**config.mk**
```make
export PLATFORM = sky130hd
export DESIGN_NAME = pbts_decide
export DESIGN_NICKNAME = d
export VERILOG_FILES = /design/src/sv/priority_budget_tier_scheduler_core_assert.svh /design/src/sv/pbts_pkg.sv /design/src/sv/pbts_decide.sv
export SDC_FILE = /design/constraint.sdc
export NUM_CORES = 1
export LEC_CHECK = 0
export BUFFER_PORTS_ARGS = -buffer_cell sky130_fd_sc_hd__buf_2
export CORE_UTILIZATION = 30
export DETAILED_ROUTE_END_ITERATION = 7
export GPL_TIMING_DRIVEN = 0
export PLACE_DENSITY_LB_ADDON = 0.08
export RECOVER_POWER = 50
export SYNTH_ARGS = -nofsm -noshare
export SYNTH_HDL_FRONTEND = slang
export SYNTH_SLANG_ARGS = --single-unit
export TNS_END_PERCENT = 50
```
**constraint.sdc**
```tcl
create_clock -name vclk -period 6.24
set_clock_uncertainty 0.05 [all_clocks]
set_input_delay 0.624 -clock vclk [all_inputs]
set_output_delay 0.624 -clock vclk [all_outputs]
set_load 0.02 [all_outputs]
```
**src/sv/priority_budget_tier_scheduler_core_assert.svh**
```systemverilog
// Assertion macros used by the scheduler core.
`ifndef PRIORITY_BUDGET_TIER_SCHEDULER_CORE_ASSERT_SVH
`define PRIORITY_BUDGET_TIER_SCHEDULER_CORE_ASSERT_SVH

// The consequent must hold in the same cycle as the antecedent.
`define PBTS_ASSERT_IMP(label, clk, rstn, ante, cons) \
    label: assert property (@(posedge clk) disable iff (!(rstn)) (ante) |-> (cons)) \
        else $error("pbts: same-cycle check failed");

// The consequent must hold in the cycle after the antecedent.
`define PBTS_ASSERT_NXT(label, clk, rstn, ante, cons) \
    label: assert property (@(posedge clk) disable iff (!(rstn)) (ante) |=> (cons)) \
        else $error("pbts: next-cycle check failed");

`endif

```
**src/sv/pbts_pkg.sv**
```systemverilog
`timescale 1ns / 1ps
package pbts_pkg;

    localparam int APB_ADDR_W = 5;

    localparam logic [1:0] REQ_SUBMIT   = 2'd0;
    localparam logic [1:0] REQ_REMOVE   = 2'd1;
    localparam logic [1:0] REQ_CLEAR    = 2'd2;
    localparam logic [1:0] REQ_EVALUATE = 2'd3;

    localparam logic [2:0] REG_NEAR_DISTANCE  = 3'd0;
    localparam logic [2:0] REG_MAX_VISIBLE    = 3'd1;
    localparam logic [2:0] REG_MAX_LIVE_SLOTS = 3'd2;
    localparam logic [2:0] REG_MAX_BUILD      = 3'd3;
    localparam logic [2:0] REG_MAX_CHANNELS   = 3'd4;

    localparam int FLAG_SERVER    = 0;
    localparam int FLAG_VIEW      = 1;
    localparam int FLAG_VISIBLE   = 2;
    localparam int FLAG_SUPPORTED = 3;
    localparam int FLAG_ADMIT     = 4;
    localparam int FLAG_BUILD     = 5;
    localparam int FLAG_LIVE      = 6;
    localparam int FLAG_READY     = 7;
    localparam int FLAG_PREVIOUS  = 8;
    localparam int FLAG_CHANGING  = 9;

    localparam logic [1:0] TIER_DESCRIPTOR = 2'd0;
    localparam logic [1:0] TIER_FAR        = 2'd1;
    localparam logic [1:0] TIER_NEAR       = 2'd2;
    localparam logic [1:0] TIER_LIVE       = 2'd3;

    localparam logic [2:0] PEND_NONE        = 3'd0;
    localparam logic [2:0] PEND_OFFSCREEN   = 3'd1;
    localparam logic [2:0] PEND_NO_VIEW     = 3'd2;
    localparam logic [2:0] PEND_SERVER      = 3'd3;
    localparam logic [2:0] PEND_LIVE_WAIT   = 3'd4;
    localparam logic [2:0] PEND_BUILD_WAIT  = 3'd5;
    localparam logic [2:0] PEND_CACHE       = 3'd6;
    localparam logic [2:0] PEND_UNSUPPORTED = 3'd7;

    typedef struct packed {
        logic [1:0]         req_type;
        logic [31:0]        registration_id;
        logic [31:0]        request_sequence;
        logic signed [7:0]  priority_req;
        logic [23:0]        distance;
        logic [3:0]         channel_count;
        logic [7:0]         live_primitive_count;
        logic [9:0]         flags;
    } in_item_t;

    typedef struct packed {
        logic [31:0] out_id;
        logic [31:0] out_sequence;
        logic [1:0]  tier;
        logic [2:0]  pending_reason;
        logic        build_granted;
        logic        live_granted;
        logic        retain_previous;
        logic        release_visuals;
        logic [7:0]  visible_primitives;
        logic        submit_ok;
        logic        last;
    } out_item_t;

    typedef struct packed {
        logic signed [7:0]  priority_req;
        logic [23:0]        distance;
        logic [3:0]         channel_count;
        logic [7:0]         live_primitive_count;
        logic [9:0]         flags;
    } attr_t;

    typedef struct packed {
        logic [31:0] id;
        logic [31:0] seq;
        attr_t       attr;
    } ent_t;

    typedef struct packed {
        logic [1:0] tier;
        logic [2:0] pend;
        logic       bg;
        logic       lg;
        logic       rp;
        logic       rv;
        logic [7:0] vp;
    } dec_t;

    typedef struct packed {
        logic [23:0] near_distance;
        logic [23:0] max_visible_distance;
        logic [6:0]  max_live_slots;
        logic [6:0]  max_build_units;
        logic [1:0]  max_channels;
    } cfg_t;

endpackage

```
**src/sv/pbts_decide.sv**
```systemverilog
`timescale 1ns / 1ps
module pbts_decide (
    input  pbts_pkg::attr_t attr,
    input  pbts_pkg::cfg_t  cfg,
    input  logic            build_avail,
    input  logic            live_avail,
    output pbts_pkg::dec_t  dec,
    output logic            take_build,
    output logic            take_live
);
    logic [23:0] vis_max;
    logic [1:0]  ch_cap;
    logic [3:0]  ch_use;
    logic [7:0]  comp;
    logic        nr, need_live;
    logic [9:0]  f;

    assign f         = attr.flags;
    assign vis_max   = (cfg.max_visible_distance > cfg.near_distance) ?
                       cfg.max_visible_distance : cfg.near_distance;
    assign ch_cap    = (cfg.max_channels > 2'd2) ? 2'd2 : cfg.max_channels;
    assign nr        = attr.distance <= cfg.near_distance;
    assign ch_use    = (attr.channel_count < {2'b00, ch_cap}) ?
                       attr.channel_count : {2'b00, ch_cap};
    assign comp      = 8'd1 + (nr ? {4'd0, ch_use} : 8'd0);
    assign need_live = f[pbts_pkg::FLAG_LIVE] && !f[pbts_pkg::FLAG_READY];

    always_comb begin
        dec        = '0;
        dec.rv     = 1'b1;
        take_build = 1'b0;
        take_live  = 1'b0;
        if (f[pbts_pkg::FLAG_SERVER]) begin
            dec.pend = pbts_pkg::PEND_SERVER;
        end else if (!f[pbts_pkg::FLAG_VIEW]) begin
            dec.pend = pbts_pkg::PEND_NO_VIEW;
        end else if (!f[pbts_pkg::FLAG_VISIBLE] || attr.distance > vis_max) begin
            dec.pend = pbts_pkg::PEND_OFFSCREEN;
        end else begin
            dec.rv = 1'b0;
            if (!f[pbts_pkg::FLAG_SUPPORTED]) begin
                dec.pend = pbts_pkg::PEND_UNSUPPORTED;
            end else if (!f[pbts_pkg::FLAG_ADMIT]) begin
                dec.pend = pbts_pkg::PEND_CACHE;
            end else if (f[pbts_pkg::FLAG_BUILD]) begin
                if (build_avail) begin
                    dec.bg     = 1'b1;
                    take_build = 1'b1;
                end else begin
                    dec.pend = pbts_pkg::PEND_BUILD_WAIT;
                end
            end
            if (need_live && live_avail) begin
                dec.tier  = pbts_pkg::TIER_LIVE;
                dec.vp    = (attr.live_primitive_count != 8'd0) ?
                            attr.live_primitive_count : 8'd1;
                dec.lg    = 1'b1;
                take_live = 1'b1;
            end else if (need_live && f[pbts_pkg::FLAG_PREVIOUS]) begin
                dec.tier = nr ? pbts_pkg::TIER_NEAR : pbts_pkg::TIER_FAR;
                dec.vp   = comp;
                dec.rp   = 1'b1;
                dec.pend = pbts_pkg::PEND_LIVE_WAIT;
            end else if (need_live) begin
                dec.rv   = 1'b1;
                dec.pend = pbts_pkg::PEND_LIVE_WAIT;
            end else if (f[pbts_pkg::FLAG_READY] || f[pbts_pkg::FLAG_PREVIOUS]) begin
                dec.tier = nr ? pbts_pkg::TIER_NEAR : pbts_pkg::TIER_FAR;
                dec.vp   = comp;
            end else begin
                dec.rv = 1'b1;
            end
        end
    end
endmodule

```
Word-level counts from Yosys, hierarchy flattened
Cells that the tools add are included.
{ "totals": {"word_cells": 61, "regBits": 0, "input_bits": 120, "out_inout_bits": 19} }
{ "op_classes": {"n_reduce_logical": 8, "addsub": 1, "n_mux": 47, "magnitude_cmp": 5} }
{ "ops": {"columns": ["op", "n"], "rows": [
  ["$gt 24x24->1", 2],
  ["$mux 12", 3],
  ["$le 24x24->1", 1],
  ["$mux 24", 1],
  ["$mux 3", 8],
  ["$mux 5", 4],
  ["$mux 2", 9],
  ["$mux 1", 17],
  ["$mux 8", 2],
  ["$mux 4", 3],
  ["$reduce_bool 8->1", 1],
  ["$add 1x4->5 const A", 1],
  ["$lt 4x2->1", 1],
  ["$logic_and 1x1->1", 3],
  ["$gt 2x2->1 const B", 1],
  ["$logic_not 1->1", 2],
  ["$logic_or 1x1->1", 2]
]} }

Depth between registers and ports, before layout
{ "depth": {"ltp_word": 13, "mapped_depth": 17, "depth_no_buf": 15} }

Least setup slack after synthesis
OpenSTA, ideal clock, no wires.
{ "synth_timing": {"path_kind": "input to output", "from": "input port cfg[62] (netlist name)", "to": "output port dec[3] (netlist name)", "path_slack_ns": 1.351, "required_ns": 5.566, "t_arrival_ns": 4.215, "stages": 16, "path_buffers": 1, "path_cell_list": "inv_1 ha_1 nand4_1 nor3_1 a221oi_1 o211ai_1 o21ai_2 buf_6 mux2i_1 ha_1 nand4_1 o21ai_0 a211oi_1 a31oi_1 nor4_2 and2_1"} }
{ "synth_lines": {"columns": ["item", "line", "rtl"], "rows": [
  ["start: declaration", "pbts_decide.sv:4", "input pbts_pkg::cfg_t cfg,"],
  ["end: declaration", "pbts_decide.sv:7", "output pbts_pkg::dec_t dec,"]
]} }

==> metrics.sh <==
PIN_COUNT_OF_THE_BIGGEST_NET_ENTERING_GLOBAL_ROUTING=11
POST-ROUTE-DRC-COUNT=0
LAYOUT_SETUP_WS_PS=861
REQUIRED_PS=5570
GRT_REMAINING_OVERFLOW=0
ROUTE.FINAL.WIRE_LENGTH_MM=6.60
DESIGN.DIE.AREA_UM2=8190
CTS-HOLD-FIX-BUFFERS=0
HOLDCRITSTARTPOINT='attr[14]'
HOLD_VIOL_FINAL=0
DIE_X_UM=90.5
BUFFER_PORTS.INSERTED=116
FIRST_PASS_ITERS=4
MAX-SLEW-MARGIN-REL_PCT=53.5
CTS-RESIZED-GATES=0
GRT_USAGE_PCT=15.3
ROUTED-VIA-COUNT=2582
SYNTH_FP_NETS=498
FILLCELLCOUNT=792
WORST_SETUP_PATH_START_KIND='primary input'
SYNTHESIS.AREA_UM2=2350
FINALMAXSLEWVIOLATIONS=0
STATUS='finished clean'
SYNTH.LIB_CELLS_USED.DISTINCT=46
ROUTED_VIA_DENSITY=4.97
DIEHEIGHT_UM=90.5
PRECTSSETUPSLACK_PS=781
CRIT_ARRIVAL_PS=4710
PLACEMENT.CELL_AREA_UM2=3060
RSZ0062_AT_GRT='false'
HOLD_PATH_DEPTH=3
TNS_PS=0
DP.FINAL_HPWL_MM=6.08
FLOORPLAN.INITIALDENSITY_PCT=31.7
PERIOD_SHARE_PCT=86.2
YOSYS_WARNINGS=0
NUMBER_OF_GLOBAL_ROUTE_VIAS_BEFORE_REPAIR=2410
WORSTSETUPPATHTYPE='in2out'
CRIT_PATH_END_KIND='output port'
ANTENNA_CELLS=0
GR-MAX-USAGE-LAYER='met2'
ROUTE.ANTENNA.REMAINING_NETS=0
MIN_DELAY_WORST_ENDPOINT='dec[4]'
GRT_USE_MET2_PCT=28.0
TIMING.FMAX_MHz=186
CLKBUF_COUNT=0
SETUP_VIOL=0
WIRE_PER_INST_UM=12.7
NUMPLACEDINSTANCES=519
AREA.GROWTH.SYNTH_TO_FINAL_PCT=29.6
LEAK_nW=1.67
FIRST_PASS_GRT_WIRE_LENGTH_MM=10.7
CAP_VIOL_MAX_COUNT=0
REGISTER_AREA_UM2=0
GP_CONGESTION=0.834
NUMSEQUENTIALCELLS=0
DRIVE_GT1_SHARE_PCT=29.5
TIMING_WORST_SLEW_PIN_VALUE_PS=680
POWER.DENSITY_nW_PER_UM2=71.7
PEAKVDDDROP_V=0.0000268
SYNTH.AVG_CELL_AREA_UM2=7.73
LAYOUT.NETS=616
FINAL-INSTANCE-COUNT-EXCL-FILL=519
GRT.MET3_USAGE_PCT=1.09
WORST_MIN_DELAY_PATH_CATEGORY='in2out'
DETAIL_ROUTE.ITER0.VIOLATIONS=43
CP_MAX_FANOUT=10
GR-USAGE-MET1_PCT=20.0
PLACEMENTROWS=31
SYNTHESIS.INSTANCES=304
YOSYSSEQAREASHARE_PCT=0
IO_PINS=139
POST_CTS_BUFFERS=0
POST-ROUTE-MIN-PERIOD_PS=5380
PLACEABLECOREAREA_UM2=7410
MULTI_INPUT_COMB_AREA_UM2=2200
FINISH.INSTANCE_AREA_UM2=3050
INITIAL_ANTENNA_VIOLATION_COUNT=0
-- layout by cell type, fill, tap and decap left out, drive strengths merged, types with 2 or more instances in the layout --
master	n
mux2i	23
nor2b	5
ha	74
a31oi	3
o31a	3
nor2	10
nand3	11
o211ai	3
nand2	20
a21boi	4
and3	2
nand4	15
o21a	2
clkbuf	6
a21o	6
inv	29
nand2b	2
nor4	4
o31ai	2
a211oi	6
and2	5
a21oi	30
nor3	9
buf	114
and4	4
o21ai	13
-- routing by layer --
metal | routed length, um | part of all wire, % | up-vias
met1 | 3220 | 49 | 1111
met3 | 289 | 4.4 | 4
li1 | - | - | 1397
met4 | 67 | 1.0 | 0
met5 | 0 | 0 | -
met2 | 3020 | 46 | 70
-- worst max-delay path, stage by stage --
cell and delay (ps):
sky130_fd_sc_hd__buf_2 90, sky130_fd_sc_hd__inv_1 50, sky130_fd_sc_hd__ha_1 290, sky130_fd_sc_hd__a21oi_1 160, sky130_fd_sc_hd__o21ai_0 150, sky130_fd_sc_hd__a221oi_1 320, sky130_fd_sc_hd__o211ai_1 170, sky130_fd_sc_hd__o21ai_2 420
sky130_fd_sc_hd__buf_6 240, sky130_fd_sc_hd__mux2i_1 210, sky130_fd_sc_hd__ha_1 270, sky130_fd_sc_hd__a21oi_1 180, sky130_fd_sc_hd__o21ai_0 130, sky130_fd_sc_hd__a211oi_1 310, sky130_fd_sc_hd__a31oi_1 230, sky130_fd_sc_hd__nor3_4 360
sky130_fd_sc_hd__and4_1 250, sky130_fd_sc_hd__buf_4 100, sky130_fd_sc_hd__buf_2 140
-- cell usage after synthesis (2+ instances only) --
cell	instances	area [um^2]
sky130_fd_sc_hd__nand2_1	20	75.1
sky130_fd_sc_hd__ha_1	74	926
sky130_fd_sc_hd__nor4_1	3	18.8
sky130_fd_sc_hd__and2_1	5	31.3
sky130_fd_sc_hd__a211oi_1	5	37.5
sky130_fd_sc_hd__o31a_1	3	26.3
sky130_fd_sc_hd__and4_1	4	35.0
sky130_fd_sc_hd__a21o_1	6	45.0
sky130_fd_sc_hd__inv_1	29	109
sky130_fd_sc_hd__buf_6	2	22.5
sky130_fd_sc_hd__and3_1	2	12.5
sky130_fd_sc_hd__o21ai_0	12	60.1
sky130_fd_sc_hd__nand3_1	10	50.1
sky130_fd_sc_hd__o21a_1	2	15.0
sky130_fd_sc_hd__mux2i_1	23	230
sky130_fd_sc_hd__nand2b_1	2	12.5
sky130_fd_sc_hd__a31oi_1	3	18.8
sky130_fd_sc_hd__o211ai_1	3	22.5
sky130_fd_sc_hd__nor2_1	10	37.5
sky130_fd_sc_hd__buf_4	2	15.0
sky130_fd_sc_hd__a21oi_1	30	150
sky130_fd_sc_hd__nor3_1	8	40.0
sky130_fd_sc_hd__nand4_1	15	93.8
sky130_fd_sc_hd__o31ai_1	2	15.0
sky130_fd_sc_hd__nor2b_1	5	31.3
sky130_fd_sc_hd__a21boi_0	4	30.0
-- cell type report --
type,instances,area share [%]
plain buffers,4,1.23
multi-input cells,271,72.3
repair buffers,116,18.8
inverters,29,3.57
well taps,99,4.06
-- power breakdown --
group | internal [mW] | switching (mW) | leakage, nW
clock | 0 | 0 | 0
sequential | 0 | 0 | 0
combinational | 0.101 | 0.117 | 1.67
total | 0.101 | 0.117 | 1.67
-- worst max-delay path by stage --
stage                       start      end  slack (ps)  cells past startpoint
after floorplan           cfg[62]   dec[3]        1350                     16
after global placement    cfg[49]  dec[11]         820                     19
after detailed placement  cfg[49]   dec[5]         780                     18
after CTS                 cfg[49]   dec[5]         780                     18
after global routing      cfg[49]   dec[7]         310                     18
final                     cfg[49]  dec[11]         860                     19
-- logic make-up after synthesis --
logic type      Yosys count  share of synthesized area, %
compound gates           79                          21.4
fa+ha+maj                74                          39.4
simple gates             94                          22.7
buf+inv                  33                          6.23
mux                      24                          10.3
-- per-stage QoR --
stage	util (%)	power (mW)	hold slack [ps]
6_report	41.1	0.219	1530
5_1_grt	41.1	0.252	1540
4_1_cts	41.2	0.222	1530
3_5_place_dp	41.2	0.221	1530
3_3_place_gp	41.2	0.220	1530
2_1_floorplan	-	0.141	1380
No activity file was read; power rests on OpenSTA's default activity.
