**config.mk**
```make
export PLATFORM = sky130hd
export DESIGN_NAME = pbts_cmp
export DESIGN_NICKNAME = d
export VERILOG_FILES = /design/src/sv/priority_budget_tier_scheduler_core_assert.svh /design/src/sv/pbts_pkg.sv /design/src/sv/pbts_cmp.sv
export SDC_FILE = /design/constraint.sdc
export NUM_CORES = 1
export LEC_CHECK = 0
export BUFFER_PORTS_ARGS = -buffer_cell sky130_fd_sc_hd__buf_2
export CAP_MARGIN = 40
export CORE_MARGIN = 3
export CORE_UTILIZATION = 47
export DETAILED_ROUTE_END_ITERATION = 7
export PLACE_DENSITY_LB_ADDON = 0.2
export SLEW_MARGIN = 10
export SYNTH_ARGS = -nofsm -noshare
export SYNTH_HDL_FRONTEND = slang
export SYNTH_SLANG_ARGS = --single-unit
```
**constraint.sdc**
```tcl
create_clock -name vclk -period 4.55
set_input_delay 0.2275 -clock vclk [all_inputs]
set_output_delay 0.2275 -clock vclk [all_outputs]
set_load 0.01 [all_outputs]
```
**src/sv/priority_budget_tier_scheduler_core_assert.svh**
```systemverilog
// Assertion macros used by the scheduler core.
`ifndef PRIORITY_BUDGET_TIER_SCHEDULER_CORE_ASSERT_SVH
`define PRIORITY_BUDGET_TIER_SCHEDULER_CORE_ASSERT_SVH

// The consequent must hold in the same cycle as the antecedent.
`define PBTS_ASSERT_IMP(label, clk, rstn, ante, cons) \
    label: assert property (@(posedge clk) disable iff (!(rstn)) (ante) |-> (cons)) \
        else $error("pbts: same-cycle check failed");

// The consequent must hold in the cycle after the antecedent.
`define PBTS_ASSERT_NXT(label, clk, rstn, ante, cons) \
    label: assert property (@(posedge clk) disable iff (!(rstn)) (ante) |=> (cons)) \
        else $error("pbts: next-cycle check failed");

`endif

```
**src/sv/pbts_pkg.sv**
```systemverilog
`timescale 1ns / 1ps
package pbts_pkg;

    localparam int APB_ADDR_W = 5;

    localparam logic [1:0] REQ_SUBMIT   = 2'd0;
    localparam logic [1:0] REQ_REMOVE   = 2'd1;
    localparam logic [1:0] REQ_CLEAR    = 2'd2;
    localparam logic [1:0] REQ_EVALUATE = 2'd3;

    localparam logic [2:0] REG_NEAR_DISTANCE  = 3'd0;
    localparam logic [2:0] REG_MAX_VISIBLE    = 3'd1;
    localparam logic [2:0] REG_MAX_LIVE_SLOTS = 3'd2;
    localparam logic [2:0] REG_MAX_BUILD      = 3'd3;
    localparam logic [2:0] REG_MAX_CHANNELS   = 3'd4;

    localparam int FLAG_SERVER    = 0;
    localparam int FLAG_VIEW      = 1;
    localparam int FLAG_VISIBLE   = 2;
    localparam int FLAG_SUPPORTED = 3;
    localparam int FLAG_ADMIT     = 4;
    localparam int FLAG_BUILD     = 5;
    localparam int FLAG_LIVE      = 6;
    localparam int FLAG_READY     = 7;
    localparam int FLAG_PREVIOUS  = 8;
    localparam int FLAG_CHANGING  = 9;

    localparam logic [1:0] TIER_DESCRIPTOR = 2'd0;
    localparam logic [1:0] TIER_FAR        = 2'd1;
    localparam logic [1:0] TIER_NEAR       = 2'd2;
    localparam logic [1:0] TIER_LIVE       = 2'd3;

    localparam logic [2:0] PEND_NONE        = 3'd0;
    localparam logic [2:0] PEND_OFFSCREEN   = 3'd1;
    localparam logic [2:0] PEND_NO_VIEW     = 3'd2;
    localparam logic [2:0] PEND_SERVER      = 3'd3;
    localparam logic [2:0] PEND_LIVE_WAIT   = 3'd4;
    localparam logic [2:0] PEND_BUILD_WAIT  = 3'd5;
    localparam logic [2:0] PEND_CACHE       = 3'd6;
    localparam logic [2:0] PEND_UNSUPPORTED = 3'd7;

    typedef struct packed {
        logic [1:0]         req_type;
        logic [31:0]        registration_id;
        logic [31:0]        request_sequence;
        logic signed [7:0]  priority_req;
        logic [23:0]        distance;
        logic [3:0]         channel_count;
        logic [7:0]         live_primitive_count;
        logic [9:0]         flags;
    } in_item_t;

    typedef struct packed {
        logic [31:0] out_id;
        logic [31:0] out_sequence;
        logic [1:0]  tier;
        logic [2:0]  pending_reason;
        logic        build_granted;
        logic        live_granted;
        logic        retain_previous;
        logic        release_visuals;
        logic [7:0]  visible_primitives;
        logic        submit_ok;
        logic        last;
    } out_item_t;

    typedef struct packed {
        logic signed [7:0]  priority_req;
        logic [23:0]        distance;
        logic [3:0]         channel_count;
        logic [7:0]         live_primitive_count;
        logic [9:0]         flags;
    } attr_t;

    typedef struct packed {
        logic [31:0] id;
        logic [31:0] seq;
        attr_t       attr;
    } ent_t;

    typedef struct packed {
        logic [1:0] tier;
        logic [2:0] pend;
        logic       bg;
        logic       lg;
        logic       rp;
        logic       rv;
        logic [7:0] vp;
    } dec_t;

    typedef struct packed {
        logic [23:0] near_distance;
        logic [23:0] max_visible_distance;
        logic [6:0]  max_live_slots;
        logic [6:0]  max_build_units;
        logic [1:0]  max_channels;
    } cfg_t;

endpackage

```
**src/sv/pbts_cmp.sv**
```systemverilog
`timescale 1ns / 1ps
module pbts_cmp (
    input  pbts_pkg::attr_t x_attr,
    input  logic [31:0]     x_id,
    input  pbts_pkg::attr_t y_attr,
    input  logic [31:0]     y_id,
    input  logic [23:0]     near_distance,
    output logic            x_ahead
);
    logic x_near, y_near, x_chg, y_chg;

    assign x_near = x_attr.distance <= near_distance;
    assign y_near = y_attr.distance <= near_distance;
    assign x_chg  = x_attr.flags[pbts_pkg::FLAG_CHANGING];
    assign y_chg  = y_attr.flags[pbts_pkg::FLAG_CHANGING];

    always_comb begin
        if ($signed(x_attr.priority_req) != $signed(y_attr.priority_req)) begin
            x_ahead = $signed(x_attr.priority_req) > $signed(y_attr.priority_req);
        end else if (x_near != y_near) begin
            x_ahead = x_near;
        end else if (x_chg != y_chg) begin
            x_ahead = x_chg;
        end else if (x_attr.distance != y_attr.distance) begin
            x_ahead = x_attr.distance < y_attr.distance;
        end else begin
            x_ahead = x_id < y_id;
        end
    end
endmodule

```
After elaboration in Yosys (flattened, before gate mapping)
Index checks and enable logic that the tools add are counted.
{"block": "word_totals", "register_bits": 0, "input_bits": 196, "output_inout_bits": 1, "elab_cells": 13}
{"block": "op_classes", "n_lt_le_gt_ge": 5, "n_eq_ne": 4, "mux": 4}
{"cell": "$le 24x24->1", "n": 2}
{"cell": "$lt 32x32->1", "n": 1}
{"cell": "$lt 24x24->1", "n": 1}
{"cell": "$ne 24x24->1", "n": 1}
{"cell": "$gt 8x8->1", "n": 1}
{"cell": "$ne 8x8->1", "n": 1}
{"cell": "$mux 1", "n": 4}
{"cell": "$ne 1x1->1", "n": 2}

Depth between registers and ports, before layout
Gate-level depths: netlist of run 1.
{"block": "logic_depth", "word_depth": 5, "depth_mapped": 10, "depth_no_buf": 10}

Least setup slack after synthesis of run 1
Ideal clock, no wire load.
{"block": "synth_path", "path_kind": "input port to output port", "startpoint": "input port near_distance[22]", "endpoint": "output port x_ahead", "t_arrival_ps": 2225, "t_required_ps": 4323, "setup_slack_ps": 2098, "stages": 8, "path_buffers": 0, "cell_sequence": "inv_1 -> ha_1 -> nand4_1 -> or2_1 -> or4_1 -> o31a_1 -> maj3_2 -> o21ai_1"}
{"block": "synth_between", "elab_chain_cells": 4, "elab_cells_between_ends": 5, "classes_between": "2 x order compare; 1 x eq/ne; 2 x mux"}
{"element": "from (decl)", "line_no": "pbts_cmp.sv:7", "text": "input logic [23:0] near_distance,"}
{"element": "$le 24x24->1, on equally long branches", "line_no": "pbts_cmp.sv:12, pbts_cmp.sv:13"}
{"element": "$ne 1x1->1", "line_no": "pbts_cmp.sv:20", "text": "end else if (x_near != y_near) begin"}
{"element": "$mux 1 (*)", "line_no": "pbts_cmp.sv:20"}
{"element": "$mux 1 (*)", "line_no": "pbts_cmp.sv:18", "text": "if ($signed(x_attr.priority_req) != $signed(y_attr.priority_req)) begin"}
{"element": "to (decl)", "line_no": "pbts_cmp.sv:8", "text": "output logic x_ahead"}
Every way passes the cells marked *; elsewhere a longest branch is shown, timed or not.

Worst setup path in the final report of run 1
{"block": "layout_path", "startpoint": "input port y_attr[45] (netlist bit)", "endpoint": "output port x_ahead"}
{"block": "layout_between", "elab_chain_cells": 5, "elab_cells_between_ends": 8, "classes_between": "2 x order compare; 2 x eq/ne; 4 x mux"}
{"element": "from (decl)", "line_no": "pbts_cmp.sv:5", "text": "input pbts_pkg::attr_t y_attr,"}
{"element": "$lt 24x24->1 or $ne 24x24->1 (tied branches)", "line_no": "pbts_cmp.sv:25, pbts_cmp.sv:24"}
{"element": "$mux 1", "line_no": "pbts_cmp.sv:24", "text": "end else if (x_attr.distance != y_attr.distance) begin"}
{"element": "$mux 1", "line_no": "pbts_cmp.sv:22", "text": "end else if (x_chg != y_chg) begin"}
{"element": "$mux 1 (*)", "line_no": "pbts_cmp.sv:20"}
{"element": "$mux 1 (*)", "line_no": "pbts_cmp.sv:18"}
Marked as above.

==> impl_metrics.json, run 1 <==
{
  "grt_util_met3": 0.0282,
  "initial_core_util": 0.490,
  "fin_crit_ns": 2.89,
  "die_w_um": 82.2,
  "setup_violations": 0,
  "yosysSeqAreaShare": 0,
  "setup.worst_path.class": "input pin to primary output",
  "seq_cells": 0,
  "first_iter_violations": 55,
  "overflow": 0,
  "critical-path-top-delay-family": "simple AND/OR/NAND/NOR gates",
  "final_hold_viol_count": 0,
  "post-synth-top-area-cell": "ha_1",
  "cp-end-kind": "primary output",
  "dpl-instance-area_um2": 3600,
  "path_buf_inv": 3,
  "insertedDiodeCount": 0,
  "core_um2": 5570,
  "hp-class": "input pin to primary output",
  "synth_most_common_cell": "ha_1",
  "syn_avg_cell_area_um2": 7.34,
  "clock.fmax_ghz": 0.346,
  "crit_chain": "buf_2 > inv_1 > ha_1 > nand4_1 > or4_1 > and4bb_1 > o2111ai_1 > a21oi_1 > a21oi_1 > maj3_2 > o21ai_1 > buf_2",
  "track_usage": 0.210,
  "dieArea_um2": 6760,
  "slew_headroom": 0.585,
  "clock_buffers": 0,
  "synth_cells": 372,
  "slowest_stage": "or4_1",
  "dp_hpwl_mm": 6.97,
  "maxCapViolCount": 0,
  "drt-pass1-iter-count": 4,
  "die_y_um": 82.2,
  "boundaryPins": 197,
  "wire_per_inst_um": 12.2,
  "port_buffers": 155,
  "synth_common_cells": "ha_1 (111), inv_1 (89), a21oi_1 (47)",
  "cts-resized-gates": 0,
  "gp_congestion": 0.880,
  "arrival_ns": 2.66,
  "fin_crit_sh": 0.635,
  "drive_above_1_share": 0.300,
  "regArea_um2": 0,
  "cts_setup_buffers": 0,
  "nets": 836,
  "hold_slack_ns": 1.00,
  "num_vias": 3063,
  "required_ns": 4.32,
  "busiest_layer": "met2",
  "synth_area_um2": 2730,
  "drc": 0,
  "fin_area_um2": 3600,
  "cp_max_fo": 3,
  "finalPower_uw": 290,
  "viasPerCell": 5.11,
  "syn_to_final_growth_pct": 31.7,
  "tightestPinTransition_ns": 0.607,
  "syn_nets": 679,
  "drv_slew": 0,
  "vdd_drop_max_v": 0.0000407,
  "grt_pass1_vias": 3040,
  "met2_usage": 0.412,
  "cellLeakagePower_uw": 0.00229,
  "ys_warn_count": 0,
  "grt_use_met1": 0.248,
  "startpoint_type": "input pin",
  "grt_first_pass_wirelength_mm": 11.8,
  "outcome": "complete, no violations",
  "totalWireLength_mm": 7.29,
  "post_synth_main_area_contributors": "ha_1 (51%), inv_1 (12%), a21oi_1 (8.6%), nand4_1 (4.1%), a21o_1 (2.7%)",
  "final_antenna_net_count": 0,
  "antenna_found_initial": 0,
  "grt_max_degree": 5,
  "cts_hold_buf": 0,
  "critPathMaxStageDelay_ns": 0.61,
  "grt_setup_unrepaired": "no",
  "synth.top_cell.area_share": 0.509,
  "powerDensity_nw_per_um2": 80.5,
  "synth.distinct_cells": 34,
  "finalSetupTns_ns": 0,
  "row_count": 27
}
per-layer routing:
layer  vias to the layer above  routed length, um
li1                       1648                  -
met1                      1297               3130
met2                       110               3520
met3                         8                561
met4                         0                 72
met5                         -                  0
through the flow:
| stage | setup slack [ns] | util | cells |
|---|---|---|---|
| after floorplan | 2.10 | - | 372 |
| after global placement | 1.68 | 0.645 | 599 |
| after detailed placement | 1.68 | 0.645 | 599 |
| after CTS | 1.67 | 0.645 | 599 |
| after global routing | 1.49 | 0.645 | 599 |
| final | 1.66 | 0.645 | 599 |
area by class of cell:
type                            count  area, um2
Tap cell                           72       90.1
Timing Repair Buffer              155        776
Inverter                           89        334
Multi-Input combinational cell    283       2400
Fill cell                         531       1980
worst paths after layout:
kind       start  depth (start not counted)  slack, ns      end
min   x_attr[53]                          6        1.0  x_ahead
max   y_attr[45]                         12       1.66  x_ahead
cells by family (layout without fill, tap and decap cells):
group / after synthesis / in the layout / share of synthesized area
compound gates: 94 / 94 / 0.211
fa+ha+maj: 112 / 112 / 0.513
buf+inv: 89 / 244 / 0.122
simple gates: 77 / 77 / 0.154
power breakdown:
group / switching (uW) / internal, uW / leakage (uW)
sequential: 0 / 0 / 0
clock: 0 / 0 / 0
combinational: 144 / 146 / 0.00229
cell usage in the layout (no fill, tap or decap), drive strengths merged, types with 2 or more instances in the layout:
cell and count:
o21ai 15, a21o 10, nor2 8, nand2b 2
nand4 18, o211ai 4, and4 5, inv 89
o31ai 3, nand2 19, a2111o 2, ha 111
nor3 2, nand3 12, a211oi 5, nor2b 4
a21oi 47, buf 155, or4 2
Note: power is estimated with default switching activity, not from simulation.
==> inputs of run 2 (changes only) <==
Settings changed: CORE_UTILIZATION 47 to 44.
Clock period 4.55 ns to 2.7 ns, I/O delays scaled along.
==> run 2 against run 1 <==
Effect of this change:
- power is 69% higher
- first-iteration DRC count is 9.1% lower
- worst hold slack worse by 0.15 ns
- largest cell class unchanged
- combinational power is 69% higher
- final cell count is 0.50% higher
- global-route usage is 2.2 points lower
- flip-flop and latch count stayed put
- core utilization is 3.7 points lower
- clock-buffer cell count stayed put
- via count hardly changed
- die area is 6.3% higher
- setup slack worse by 1.6 ns
==> impl_metrics.json, run 2 (synthesized netlist as in run 1, its figures left out) <==
{
  "cts_hold_buf": 0,
  "viasPerCell": 5.09,
  "path_buf_inv": 3,
  "die_w_um": 84.8,
  "outcome": "complete, no violations",
  "antenna_found_initial": 0,
  "powerDensity_nw_per_um2": 135,
  "syn_to_final_growth_pct": 32.6,
  "setup.worst_path.class": "input pin to primary output",
  "required_ns": 2.57,
  "seq_cells": 0,
  "clock_buffers": 0,
  "drv_slew": 0,
  "path_depth": 10,
  "min_path_cells": 6,
  "core_um2": 5960,
  "crit_chain": "buf_2 > inv_1 > ha_1 > nand4_1 > or2_1 > or4_1 > o31a_1 > maj3_2 > o21ai_2 > buf_2",
  "track_usage": 0.188,
  "critical-path-top-delay-family": "simple AND/OR/NAND/NOR gates",
  "totalWireLength_mm": 7.18,
  "fin_crit_ns": 2.62,
  "place_ws_ns": 0.0340,
  "fin_crit_sh": 0.970,
  "finalPower_uw": 490,
  "grt_pass1_vias": 3021,
  "gp_congestion": 0.876,
  "hp-class": "input pin to primary output",
  "first_iter_violations": 50,
  "drive_above_1_share": 0.306,
  "cts_setup_buffers": 0,
  "wire_per_inst_um": 11.9,
  "critPathMaxStageDelay_ns": 0.60,
  "cp_max_fo": 3,
  "layout_commonest_cell": "buf_2",
  "dp_hpwl_mm": 6.88,
  "clock.fmax_ghz": 0.382,
  "nets": 836,
  "row_count": 28,
  "startpoint_type": "input pin",
  "dieArea_um2": 7190,
  "initial_core_util": 0.458,
  "maxCapViolCount": 0,
  "final_cell_mix": "buf_2 (155), ha_1 (110), inv_1 (89), a21oi_1 (47), nand2_1 (19)",
  "die_y_um": 84.8,
  "vdd_drop_max_v": 0.0000736,
  "arrival_ns": 2.48,
  "tightestPinTransition_ns": 0.504,
  "slew_headroom": 0.655,
  "path_common_cell": "buf_2",
  "fin_area_um2": 3620,
  "hold_slack_ns": 0.854,
  "grt_first_pass_wirelength_mm": 11.8,
  "overflow": 0,
  "cp-end-kind": "primary output",
  "slowest_stage": "or4_1",
  "grt_max_degree": 5,
  "cts-resized-gates": 0,
  "num_vias": 3066,
  "final_hold_viol_count": 0,
  "dpl-instance-area_um2": 3600,
  "cellLeakagePower_uw": 0.00229,
  "drt-pass1-iter-count": 4,
  "drc": 0,
  "setup_violations": 0,
  "regArea_um2": 0,
  "final_antenna_net_count": 0,
  "layout_setup_ws_ns": 0.0802,
  "boundaryPins": 197,
  "insertedDiodeCount": 0,
  "port_buffers": 155
}
-- run 2: cell counts in the layout (fill, tap and decap cells not counted) --
Identical to the previous run, type by type.
-- run 2: tightest hold or removal path, stage by stage --
cell and delay (ns):
buf_2 0.08, ha_1 0.16, nand2_1 0.06, nand3_1 0.10, o21ai_2 0.06, buf_2 0.13
-- run 2: layout make-up --
type	instances	area, um2
fill	572	2340
inverter	89	334
timing repair buffer	155	776
tap	75	93.8
multi-input combinational	283	2420
-- run 2: per-stage QoR --
| stage | TNS [ns] | utilization | instances |
|---|---|---|---|
| after floorplan | 0 | - | 372 |
| after global placement | 0 | 0.604 | 602 |
| after detailed placement | 0 | 0.604 | 602 |
| after CTS | 0 | 0.604 | 602 |
| after global routing | -0.0188 | 0.608 | 602 |
| final | 0 | 0.608 | 602 |
-- run 2: final timing paths --
| check | slack (ns) | start | to |
|---|---|---|---|
| worst max-delay path | 0.08 | near_distance[22] | x_ahead |
| worst min-delay path | 0.85 | x_attr[53] | x_ahead |
-- run 2: metal layers --
metal	up-vias	track usage	routed length [um]
met1	1319	0.228	3030
met5	-	0	0
met2	93	0.365	3570
met3	4	0.0245	526
met4	0	0.0129	46
li1	1650	-	-
-- run 2: report_power, final --
part	switching [uW]	leakage, uW	total (uW)	internal [uW]
clock	0	0	0	0
sequential	0	0	0	0
combinational	243	0.00229	490	247
==> inputs of run 3 (changes only) <==
Clock period 2.7 ns to 2.6 ns, I/O delays scaled along.
==> run 3 against run 2 <==
Effect of this change:
- core utilization grew 3.0 points
- flip-flop and latch count is the same
- final cell count grew 1.2%
- non-clock buffer count rose by 7
- clock-buffer cell count unchanged
- sequential share of layout area unchanged
- routed wire length is 3.7% higher
- cell area increased by 4.9%
- setup slack better by 0.0015 ns
- worst hold slack got worse by 0.032 ns
- critical path depth shrank 1
- critical path type unchanged
==> impl_metrics.json, run 3 (synthesized netlist as in run 1, its figures left out) <==
{
  "outcome": "complete, no violations",
  "finalPower_uw": 541,
  "layout_commonest_cell": "buf_2",
  "clock_buffers": 0,
  "drive_above_1_share": 0.337,
  "final_hold_viol_count": 0,
  "fin_crit_sh": 0.969,
  "seq_cells": 0,
  "regArea_um2": 0,
  "crit_chain": "buf_2 > ha_1 > nand4_1 > or2_4 > or4_4 > o31a_1 > maj3_2 > o21ai_2 > buf_2",
  "dieArea_um2": 7190,
  "boundaryPins": 197,
  "tightestPinTransition_ns": 0.562,
  "wl_met2_mm": 3.82,
  "clock.fmax_ghz": 0.397,
  "port_buffers": 155,
  "dpl-instance-area_um2": 3640,
  "drc": 0,
  "startpoint_type": "input pin",
  "die_w_um": 84.8,
  "overflow": 0,
  "grt_first_pass_wirelength_mm": 12.2,
  "slew_headroom": 0.616,
  "dp_hpwl_mm": 6.96,
  "final_antenna_net_count": 0,
  "powerDensity_nw_per_um2": 142,
  "die_y_um": 84.8,
  "cellLeakagePower_uw": 0.00234,
  "cts_hold_buf": 0,
  "crit_start": "x_attr[41]",
  "grt_pass1_vias": 3098,
  "totalWireLength_mm": 7.44,
  "syn_to_final_growth_pct": 39.1,
  "fin_crit_ns": 2.52,
  "row_count": 28,
  "antenna_found_initial": 0,
  "final_cell_mix": "buf_2 (148), ha_1 (104), inv_1 (85), a21oi_1 (47), nand2_1 (19)",
  "hp-start": "x_attr[53]",
  "gp_congestion": 0.896,
  "path_common_cell": "buf_2",
  "critical-path-top-delay-family": "simple AND/OR/NAND/NOR gates",
  "nFillCells": 566,
  "drt-pass1-iter-count": 4,
  "initial_core_util": 0.458,
  "grt_max_degree": 5,
  "fin_area_um2": 3800,
  "critPathMaxStageDelay_ns": 0.54,
  "num_vias": 3082,
  "setup_violations": 0,
  "wl_met3_um": 486,
  "path_buf_inv": 2,
  "arrival_ns": 2.39,
  "cp_max_fo": 3,
  "core_um2": 5960,
  "drv_slew": 0,
  "place_ws_ns": -0.0285,
  "setup.worst_path.class": "input pin to primary output",
  "required_ns": 2.47,
  "maxCapViolCount": 0,
  "slowest_stage": "or4_4",
  "insertedDiodeCount": 0,
  "hp-class": "input pin to primary output",
  "nets": 843,
  "vdd_drop_max_v": 0.0000680,
  "track_usage": 0.195,
  "first_iter_violations": 56,
  "routed.top_layer": "met4",
  "layout_setup_ws_ns": 0.0817,
  "cp-end-kind": "primary output",
  "met1_length_mm": 3.06,
  "wire_per_inst_um": 12.2,
  "viasPerCell": 5.06
}
==> run 3: changes by cell type in the layout (fill, tap and decap cells not counted), moves of 6 or more <==
cell	previous run	this run
buf_2	155	148
buf_4	0	7
buf_6	0	7
ha_1	110	104
ha_4	1	7
==> run 3: final cells by class <==
class                           instances  area (um2)  area share
Inverter                               89         334      0.0880
Multi-Input combinational cell        283        2500       0.658
Tap cell                               75        93.8      0.0247
Timing Repair Buffer                  162         872       0.230
==> run 3: worst paths after layout <==
kind	cells past startpoint	slack (ns)	to
setup / recovery	9	0.08	x_ahead
hold / removal	6	0.82	x_ahead
==> run 3: where the power goes <==
group	switching, uW	internal, uW	total [uW]
clock network	0	0	0
logic	263	278	541
registers	0	0	0
total	263	278	541
==> run 3: layer usage <==
metal / vias to the layer above / global-route usage
met5: - / 0
met4: 0 / 0.0173
met3: 6 / 0.0245
met2: 88 / 0.386
met1: 1325 / 0.228
li1: 1663 / -
==> run 3: through the flow <==
stage	instances	util	setup TNS, ns	hold WS (ns)
after floorplan	372	-	0	0.602
after global placement	607	0.611	0	0.811
after detailed placement	607	0.611	-0.0285	0.814
after CTS	607	0.611	0	0.820
after global routing	609	0.638	-0.00912	0.860
final	609	0.638	0	0.822
==> run 3: repair_timing <==
action | in CTS | in global routing
endpoints found under the setup margin | 1 | 1
pin swaps | 3 | 10
setup buffers | 0 | 2
resized for setup | 1 | 24
cloned | 0 | 0
